File: src/design/stereo_linear_resampler_macros.svh
// Assertion macros for the stereo linear resampler.
`ifndef STEREO_LINEAR_RESAMPLER_MACROS_SVH
`define STEREO_LINEAR_RESAMPLER_MACROS_SVH
`ifndef SYNTHESIS
`define SLR_ASSERT(label, clk, rst, prop, msg) \
  label: assert property (@(posedge clk) disable iff (rst) (prop)) else $error(msg);
`define SLR_ASSERT_NR(label, clk, prop, msg) \
  label: assert property (@(posedge clk) (prop)) else $error(msg);
`else
`define SLR_ASSERT(label, clk, rst, prop, msg)
`define SLR_ASSERT_NR(label, clk, prop, msg)
`endif
`endif

File: src/design/slr_pkg.sv
`timescale 1ns / 1ps
`default_nettype none

package slr_pkg;

  localparam int SAMPLE_WIDTH_DEF = 24;
  localparam int FRAC_BITS_DEF    = 26;
  localparam int STEP_W           = 32;
  localparam int MAX_RESULTS      = 49;
  localparam int CNT_W            = $clog2(MAX_RESULTS + 1);

  typedef struct packed {
    logic flush;
    logic prime;
    logic load;
    logic mul;
    logic emit;
    logic finish;
  } slr_cmd_t;

  typedef struct packed {
    logic primed;
    logic loop_go;
  } slr_status_t;

endpackage

`default_nettype wire

File: src/design/stereo_linear_resampler.sv
// Stereo linear resampler.
// First result valid in the cycle after the item (first frame); otherwise the item passes
// CHECK and EMIT before SEND. Results go one at a time through the multiply/add datapath,
// held in SEND by back-pressure; input waits for the last. Up to 49 results per item.
// Reset (rst, synchronous, active high): step ratio 1.0, no previous frame, phase 0.
`timescale 1ns / 1ps
`default_nettype none

module stereo_linear_resampler #(
  parameter int SAMPLE_WIDTH = slr_pkg::SAMPLE_WIDTH_DEF,
  parameter int FRAC_BITS    = slr_pkg::FRAC_BITS_DEF,
  parameter int TDATA_W      = ((2 * SAMPLE_WIDTH + 7) / 8) * 8
) (
  input  logic                       clk,
  input  logic                       rst,
  input  logic                       cfg_we,
  input  logic [slr_pkg::STEP_W-1:0] cfg_wdata,
  input  logic                       s_axis_tvalid,
  output logic                       s_axis_tready,
  input  logic [TDATA_W-1:0]         s_axis_tdata,   // in_left, in_right
  input  logic                       s_axis_tuser,   // op
  output logic                       m_axis_tvalid,
  input  logic                       m_axis_tready,
  output logic [TDATA_W-1:0]         m_axis_tdata,   // res_left, res_right
  output logic                       m_axis_tlast    // last
);

  slr_pkg::slr_cmd_t    cmd;
  slr_pkg::slr_status_t st;

  logic signed [SAMPLE_WIDTH-1:0] in_left, in_right;
  logic signed [SAMPLE_WIDTH-1:0] res_left, res_right;

  assign in_left      = s_axis_tdata[SAMPLE_WIDTH-1:0];
  assign in_right     = s_axis_tdata[2*SAMPLE_WIDTH-1:SAMPLE_WIDTH];
  assign m_axis_tdata = TDATA_W'({res_right, res_left});

  slr_ctrl u_ctrl (
    .clk     (clk),
    .rst     (rst),
    .s_valid (s_axis_tvalid),
    .op      (s_axis_tuser),
    .m_ready (m_axis_tready),
    .st      (st),
    .s_ready (s_axis_tready),
    .m_valid (m_axis_tvalid),
    .cmd     (cmd)
  );

  slr_datapath #(
    .SAMPLE_WIDTH (SAMPLE_WIDTH),
    .FRAC_BITS    (FRAC_BITS)
  ) u_datapath (
    .clk       (clk),
    .rst       (rst),
    .cfg_we    (cfg_we),
    .cfg_wdata (cfg_wdata),
    .in_left   (in_left),
    .in_right  (in_right),
    .cmd       (cmd),
    .st        (st),
    .res_left  (res_left),
    .res_right (res_right),
    .out_last  (m_axis_tlast)
  );

endmodule

`default_nettype wire

File: src/design/slr_datapath.sv
`timescale 1ns / 1ps
`default_nettype none

module slr_datapath #(
  parameter int SAMPLE_WIDTH = slr_pkg::SAMPLE_WIDTH_DEF,
  parameter int FRAC_BITS    = slr_pkg::FRAC_BITS_DEF
) (
  input  logic                                clk,
  input  logic                                rst,
  input  logic                                cfg_we,
  input  logic [slr_pkg::STEP_W-1:0]          cfg_wdata,
  input  logic signed [SAMPLE_WIDTH-1:0]      in_left,
  input  logic signed [SAMPLE_WIDTH-1:0]      in_right,
  input  slr_pkg::slr_cmd_t                   cmd,
  output slr_pkg::slr_status_t                st,
  output logic signed [SAMPLE_WIDTH-1:0]      res_left,
  output logic signed [SAMPLE_WIDTH-1:0]      res_right,
  output logic                                out_last
);

  localparam int DIFF_W = SAMPLE_WIDTH + 1;
  localparam int WGT_W  = FRAC_BITS + 2;
  localparam int PROD_W = DIFF_W + WGT_W;
  localparam logic [slr_pkg::STEP_W-1:0] ONE = slr_pkg::STEP_W'(1) << FRAC_BITS;
  localparam logic [slr_pkg::CNT_W-1:0]  CNT_MAX = slr_pkg::CNT_W'(slr_pkg::MAX_RESULTS);

  logic [slr_pkg::STEP_W-1:0]     step_ratio;
  logic [slr_pkg::STEP_W-1:0]     phase;
  logic                           primed;
  logic signed [SAMPLE_WIDTH-1:0] prev_left, prev_right;
  logic signed [SAMPLE_WIDTH-1:0] cur_left, cur_right;
  logic signed [DIFF_W-1:0]       diff_left, diff_right;
  logic signed [PROD_W-1:0]       prod_left, prod_right;
  logic [slr_pkg::CNT_W-1:0]      cnt;

  logic                           loop_go;
  logic [slr_pkg::STEP_W:0]       phase_sum;
  logic [slr_pkg::STEP_W-1:0]     phase_sat;
  logic signed [WGT_W-1:0]        weight;
  logic signed [PROD_W-1:0]       q_left, q_right;
  logic signed [DIFF_W-1:0]       sum_left, sum_right;

  assign loop_go   = (phase <= ONE) && (cnt < CNT_MAX);
  assign phase_sum = {1'b0, phase} + {1'b0, step_ratio};
  assign phase_sat = phase_sum[slr_pkg::STEP_W] ? '1 : phase_sum[slr_pkg::STEP_W-1:0];
  assign weight    = $signed({1'b0, phase[FRAC_BITS:0]});

  // arithmetic shift gives the floor
  assign q_left    = prod_left >>> FRAC_BITS;
  assign q_right   = prod_right >>> FRAC_BITS;
  assign sum_left  = $signed({prev_left[SAMPLE_WIDTH-1], prev_left}) + q_left[DIFF_W-1:0];
  assign sum_right = $signed({prev_right[SAMPLE_WIDTH-1], prev_right}) + q_right[DIFF_W-1:0];

  assign st.primed  = primed;
  assign st.loop_go = loop_go;

  always_ff @(posedge clk) begin
    if (rst) begin
      step_ratio <= ONE;
      primed     <= 1'b0;
      prev_left  <= '0;
      prev_right <= '0;
      phase      <= '0;
    end else begin
      if (cfg_we) begin
        step_ratio <= cfg_wdata;
      end
      if (cmd.flush) begin
        primed     <= 1'b0;
        prev_left  <= '0;
        prev_right <= '0;
        phase      <= '0;
      end
      if (cmd.prime) begin
        primed     <= 1'b1;
        prev_left  <= in_left;
        prev_right <= in_right;
        phase      <= step_ratio;
      end
      if (cmd.mul) begin
        phase <= phase_sat;
      end
      if (cmd.finish) begin
        phase      <= (phase > ONE) ? phase - ONE : '0;
        prev_left  <= cur_left;
        prev_right <= cur_right;
      end
    end
  end

  always_ff @(posedge clk) begin
    if (cmd.load) begin
      cur_left   <= in_left;
      cur_right  <= in_right;
      diff_left  <= $signed({in_left[SAMPLE_WIDTH-1], in_left})
                    - $signed({prev_left[SAMPLE_WIDTH-1], prev_left});
      diff_right <= $signed({in_right[SAMPLE_WIDTH-1], in_right})
                    - $signed({prev_right[SAMPLE_WIDTH-1], prev_right});
      cnt        <= '0;
    end
    if (cmd.mul) begin
      prod_left  <= diff_left * weight;
      prod_right <= diff_right * weight;
      cnt        <= cnt + 1'b1;
    end
    if (cmd.prime) begin
      res_left  <= in_left;
      res_right <= in_right;
      out_last  <= 1'b1;
    end
    if (cmd.emit) begin
      res_left  <= sum_left[SAMPLE_WIDTH-1:0];
      res_right <= sum_right[SAMPLE_WIDTH-1:0];
      out_last  <= ~loop_go;
    end
  end

endmodule

`default_nettype wire

File: src/design/slr_ctrl.sv
`timescale 1ns / 1ps
`default_nettype none
`include "stereo_linear_resampler_macros.svh"

module slr_ctrl (
  input  logic                 clk,
  input  logic                 rst,
  input  logic                 s_valid,
  input  logic                 op,
  input  logic                 m_ready,
  input  slr_pkg::slr_status_t st,
  output logic                 s_ready,
  output logic                 m_valid,
  output slr_pkg::slr_cmd_t    cmd
);

  typedef enum logic [2:0] {
    IDLE,
    CHECK,
    EMIT,
    SEND,
    SEND_PT
  } state_t;

  state_t state, state_next;

  always_comb begin
    cmd        = '0;
    state_next = state;
    unique case (state)
      IDLE: begin
        if (s_valid && s_ready) begin
          priority if (op) begin
            cmd.flush = 1'b1;
          end else if (!st.primed) begin
            cmd.prime  = 1'b1;
            state_next = SEND_PT;
          end else begin
            cmd.load   = 1'b1;
            state_next = CHECK;
          end
        end
      end
      CHECK: begin
        if (st.loop_go) begin
          cmd.mul    = 1'b1;
          state_next = EMIT;
        end else begin
          cmd.finish = 1'b1;
          state_next = IDLE;
        end
      end
      EMIT: begin
        cmd.emit   = 1'b1;
        state_next = SEND;
      end
      SEND: begin
        if (m_ready) begin
          if (st.loop_go) begin
            cmd.mul    = 1'b1;
            state_next = EMIT;
          end else begin
            cmd.finish = 1'b1;
            state_next = IDLE;
          end
        end
      end
      SEND_PT: begin
        if (m_ready) begin
          state_next = IDLE;
        end
      end
      default: state_next = IDLE;
    endcase
  end

  always_ff @(posedge clk) begin
    if (rst) begin
      state   <= IDLE;
      s_ready <= 1'b0;
      m_valid <= 1'b0;
    end else begin
      state   <= state_next;
      s_ready <= (state_next == IDLE);
      m_valid <= (state_next == SEND) || (state_next == SEND_PT);
    end
  end

  `SLR_ASSERT(a_no_overlap, clk, rst, !(s_ready && m_valid), "input taken while item pending")
  `SLR_ASSERT(a_mul_go, clk, rst, cmd.mul |-> st.loop_go, "multiply issued past loop end")
  `SLR_ASSERT(a_cmd_onehot, clk, rst,
    $onehot0({cmd.flush, cmd.prime, cmd.load, cmd.mul, cmd.emit, cmd.finish}),
    "more than one command at once")
  `SLR_ASSERT(a_pass_through, clk, rst,
    (s_valid && s_ready && !op && !st.primed) |=> m_valid, "first frame not passed through")

endmodule

`default_nettype wire

File: config.mk
export PLATFORM = sky130hd
export DESIGN_NAME = stereo_linear_resampler
export DESIGN_NICKNAME = d
export VERILOG_FILES = /design/src/design/slr_pkg.sv /design/src/design/stereo_linear_resampler.sv /design/src/design/slr_datapath.sv /design/src/design/slr_ctrl.sv
export VERILOG_INCLUDE_DIRS = /design/src /design/src/design
export SDC_FILE = /design/constraint.sdc
export NUM_CORES = 2
export LEC_CHECK = 0
export BUFFER_PORTS_ARGS = -buffer_cell sky130_fd_sc_hd__buf_2
export CELL_PAD_IN_SITES_DETAIL_PLACEMENT = 0
export CELL_PAD_IN_SITES_GLOBAL_PLACEMENT = 2
export CORE_MARGIN = 4
export CORE_UTILIZATION = 38
export DETAILED_ROUTE_END_ITERATION = 6
export PLACE_DENSITY = 0.87
export SYNTH_ARGS = -nofsm -noshare
export SYNTH_HDL_FRONTEND = slang
export SYNTH_SLANG_ARGS = --single-unit
File: constraint.sdc
create_clock -name clk -period 7.5 [get_ports clk]
set_clock_uncertainty 0.15 [all_clocks]
set_input_delay 1.875 -clock clk [delete_from_list [all_inputs] [get_ports clk]]
set_output_delay 1.875 -clock clk [all_outputs]
set_load 0.01 [all_outputs]
==> impl_summary.txt <==
----------------------------------------------------
[Run status]
  Outcome ... complete, but fails checks
  Failing checks ... setup timing

[Worst hold path]
  Start point of the worst hold path ... u_datapath.prev_left[21]
  Tightest Hold Check Type ... flop to flop

[Pwr]
  Portion of total power attributed to sequential cells ... 0.366
  Combinational Power Share ... 0.274
  Power per cell area ... slightly below 80 mW/mm^2
  Design internal power ... roughly 3.6 mW
  Static power due to leakage ... approximately 33 nW
  Max IR drop VDD ... 164 uV
  Clock share of power ... 0.360
  Sw Ratio ... 0.322
  Sw Pwr ... roughly 1.7 mW

[STA]
  Setup WS post-layout ... -0.374 ns
  Final Critical Period ... between 7 and 8 ns
  Number of setup violations in the final report ... 14
  Least-Margin Pin Slew ... 1.19 ns
  RSZ-0062 raised after global routing ... true
  Period utilisation layout ... 1.05
  Maximum clock frequency ... between 0.1 and 0.15 GHz
  Relative slew slack ... 0.201
  Final Max Tran Viols ... 0
  Number of hold violations in the final report ... 0
  Setup Total Neg Slack ... -3.29 ns

[Worst setup path]
  Worst Setup Start Kind ... flop
  R2R Path Start ... u_datapath.diff_right[4]
  Worst Path Max Fanout ... 7
  Capturing element type of the critical path ... flop
  Timing startpoint of the critical path ... u_datapath.diff_right[4]
  Data required time of the critical path ... approximately 7.7 ns
  Critical path class ... flop to flop
  Master of the slowest instance on the critical path ... sky130_fd_sc_hd__fa_1
  Critical Path Most Common Cell ... sky130_fd_sc_hd__fa_1
  Largest stage delay on the critical path ... around 0.55 ns
  Arrival time worst endpoint ... roughly 8 ns

[Layout]
  Post-Layout Cell Count ... about 9k
  Area occupied by multi-input gates ... between 0.04 and 0.05 sq mm
  Layout fillers ... approximately 15k
  Final layout net count ... 8544
  Area overhead of the layout relative to synthesis ... 15.2%
  Proportion of layout cells with a drive suffix above 1 ... 0.131
  FF+latch area ... 0.00847 sq mm

[Placed design]
  # port buffers ... 136
  Placed insts ... ~9k
  Final weighted congestion in routability-driven placement ... 0.857
  Placed wire-length estimate after detailed placement ... roughly 130 mm

[Die]
  Die footprint ... approximately 0.16 sq mm
  Core Area ... 0.155 sq mm
  Die height ... about 400 microns
  Num rows ... between 100 and 150
  Die Width ... ~400 microns
  Initial cell density of the core ... 0.384
  Number of top-level design ports ... about 140

[Yosys]
  Unique masters post-synth ... 74
  Syn. warnings ... 0
  Mean Syn Cell Area ... ~9.2 sq um
  Number of flops mapped to enable cells by yosys ... ~200
  Post-synthesis cell type with the largest combined area ... sky130_fd_sc_hd__fa_1
  Cell Area, Synth ... roughly 0.060 sq mm
  Post-synth net total ... 8214
  Area contributors post-synth ... sky130_fd_sc_hd__fa_1 (39%), sky130_fd_sc_hd__ha_1 (11%), sky130_fd_sc_hd__edfxtp_1 (10%)
  Post-synthesis register bit count ... between 300 and 400
  Proportion of synthesized chip area in sequential cells ... 0.141
  Async S/R FF share, synth ... 0
  Portion of synthesized cell area occupied by the leading cell type ... 0.386
  Synthesized netlist cell count ... approximately 6.5k
  Primary FF master, synth ... sky130_fd_sc_hd__edfxtp_1

[Detailed routing]
  Routed wire length per instance ... between 15 and 20 microns
  Routed via count ... roughly 43k
  Via density ... between 4 and 5
  Post-DRT Antenna Nets ... 0
  Initial DRT Pass Iterations ... 5
  Remaining DRCs ... 0
  Total routed wirelength ... between 150 and 200 mm
  Number of DRC violations after detailed-routing iteration 0 ... 2142

[Global route]
  Global Route Usage Sum ... 0.195
  Met1 Resource Use GR ... 0.257
  Met2 usage in global routing ... 0.343
  Global-route wire length before repair ... 253 mm
  Antenna violations before repair ... 5
  Top Usage Layer GRT ... met2
  Global Route met3 Usage ... 0.0185
  Largest net degree at the start of global routing ... 100
  Number of global-route vias before repair ... 46.7k
  Overflow left after global routing ... 0

[Flow run]
  Count of max-cap constraint violations ... 0

[Clock tree]
  CTS Root Buffer Type ... sky130_fd_sc_hd__clkbuf_16
  Clock buffers created by TritonCTS ... 39
  Later-pin clock latency in the skew report ... 0.61 ns
  Clock input transition at the sequential cells of the worst setup and hold paths ... roughly 0.070 ns
  Clock tree from TritonCTS ... yes
  H-tree depth ... 2
  Clock Path Buffers ... 3
  Number of hold-repair buffers added at the cts stage ... 0
  Num Clock Sinks ... between 300 and 400

----------------------------------------------------
## per-layer routing
| metal | wire, microns | vias up |
|---|---|---|
| met5 | 0 | - |
| met4 | 5320 | 0 |
| met3 | 4990 | 202 |
| met2 | 78800 | 711 |
| met1 | 68700 | 22200 |
| li1 | - | 20200 |
## critical path, delay by kind of cell, from the launching register on
| family | cells | cell delay, ns |
|---|---|---|
| adders and majority gates | 8 | 3.77 |
| and+or+nand+nor | 6 | 1.37 |
| AOI/OAI and AO/OA | 6 | 1.13 |
| buffers and inverters | 9 | 0.67 |
| DFF | 1 | 0.42 |
| xor gates and xnor gates | 1 | 0.11 |
## cells in the mapped netlist (59+ instances only)
master	count
sky130_fd_sc_hd__o21ai_0	140
sky130_fd_sc_hd__a21oi_1	157
sky130_fd_sc_hd__edfxtp_1	201
sky130_fd_sc_hd__and2_1	669
sky130_fd_sc_hd__nand2_1	878
sky130_fd_sc_hd__inv_1	1371
sky130_fd_sc_hd__a21o_1	72
sky130_fd_sc_hd__nor2_1	150
sky130_fd_sc_hd__ha_1	514
sky130_fd_sc_hd__dfxtp_1	118
sky130_fd_sc_hd__nand2b_1	59
sky130_fd_sc_hd__xnor2_1	113
sky130_fd_sc_hd__nand3_1	80
sky130_fd_sc_hd__a31oi_1	63
sky130_fd_sc_hd__fa_1	1147
sky130_fd_sc_hd__clkbuf_1	332
## per-stage QoR
step | cell area (sq um) | total power [mW] | setup WS [ns] | hold slack, ns | util
floorplan | 59900 | 2.92 | -0.0488 | 0.335 | -
CTS | 67600 | 5.41 | -0.431 | 0.366 | 0.436
detailed placement | 65800 | 3.43 | -0.604 | 0.358 | 0.425
finish | 68600 | 5.38 | -0.374 | 0.363 | 0.443
global placement | 65800 | 3.41 | -0.575 | 0.346 | 0.425
global route | 68600 | 5.70 | -0.623 | 0.388 | 0.442
## cell usage in the layout, fill, tap and decap left out, types with 31 or more instances in the layout
cell                        instances
sky130_fd_sc_hd__nor2b_1           51
sky130_fd_sc_hd__nand2_1          865
sky130_fd_sc_hd__xnor2_1          108
sky130_fd_sc_hd__nand3_1           78
sky130_fd_sc_hd__a31oi_1           62
sky130_fd_sc_hd__inv_1           1350
sky130_fd_sc_hd__clkbuf_16         41
sky130_fd_sc_hd__buf_2            135
sky130_fd_sc_hd__buf_6             32
sky130_fd_sc_hd__buf_4            378
sky130_fd_sc_hd__fa_1            1118
sky130_fd_sc_hd__buf_12            76
sky130_fd_sc_hd__nor2_1           146
sky130_fd_sc_hd__and2_1           654
sky130_fd_sc_hd__a21o_1            72
sky130_fd_sc_hd__a21oi_1          143
sky130_fd_sc_hd__xor2_1            57
sky130_fd_sc_hd__dfxtp_1           91
sky130_fd_sc_hd__mux2i_1           31
sky130_fd_sc_hd__o21ai_0          134
sky130_fd_sc_hd__nand2b_1          57
sky130_fd_sc_hd__edfxtp_1         201
sky130_fd_sc_hd__ha_1             488
## cells by family after synthesis
logic type	synth area share
and+or+nand+nor	0.164
buffers and inverters	0.108
adders and majority gates	0.494
AOI/OAI and AO/OA	0.0626
DFF	0.141
xor gates and xnor gates	0.0250
muxes	0.00559
## power groups by stage
stage	logic, mW	clock network [mW]	registers, mW
finish	1.47	1.93	1.97
global route	1.67	2.06	1.97
CTS	1.45	1.99	1.97
detailed placement	1.42	0	2.01
global placement	1.40	0	2.01
floorplan	0.916	0	2.00
## what timing repair did
item | 4_1_cts | 5_1_grt
resized for setup | 64 | 151
setup buffers | 23 | 30
setup endpoints to repair | 27 | 31
pin swaps | 42 | 127
cloned | 1 | 2
## state kept, by name, indices dropped and copies added (netlist names)
signal                 count
u_datapath.phase          32
u_ctrl.s_ready             1
u_datapath.res_left       24
u_datapath.out_last        1
u_datapath.diff_right     25
u_datapath.prev_left      24
u_ctrl.m_valid             1
u_datapath.diff_left      25
u_datapath.prev_right     24
u_datapath.res_right      24
u_datapath.primed          1
u_datapath.prod_right     24
u_datapath.step_ratio     32
u_ctrl.state               3
u_datapath.cnt             6
u_datapath.cur_left       24
u_datapath.prod_left      24
u_datapath.cur_right      24
## layout make-up
type	instances	share of cell area
Timing Repair Buffer	630	0.0811
Tap cell	2044	0.0373
Multi-Input combinational cell	4435	0.664
Clock buffer	47	0.0153
Inverter	1372	0.0751
Clock inverter	24	0.00356
Antenna cell	4	0.000146
Sequential cell	319	0.124
## path summary, 6_finish.rpt
kind,slack [ns],depth (start not counted),to
worst min register to register,0.36,2,u_datapath.prev_left[21]
worst max register to register,-0.37,30,u_datapath.prod_right[49]
worst min-delay path,0.36,2,u_datapath.prev_left[21]
worst max-delay path,-0.37,30,u_datapath.prod_right[49]
No activity file was read; power rests on OpenSTA's default activity.
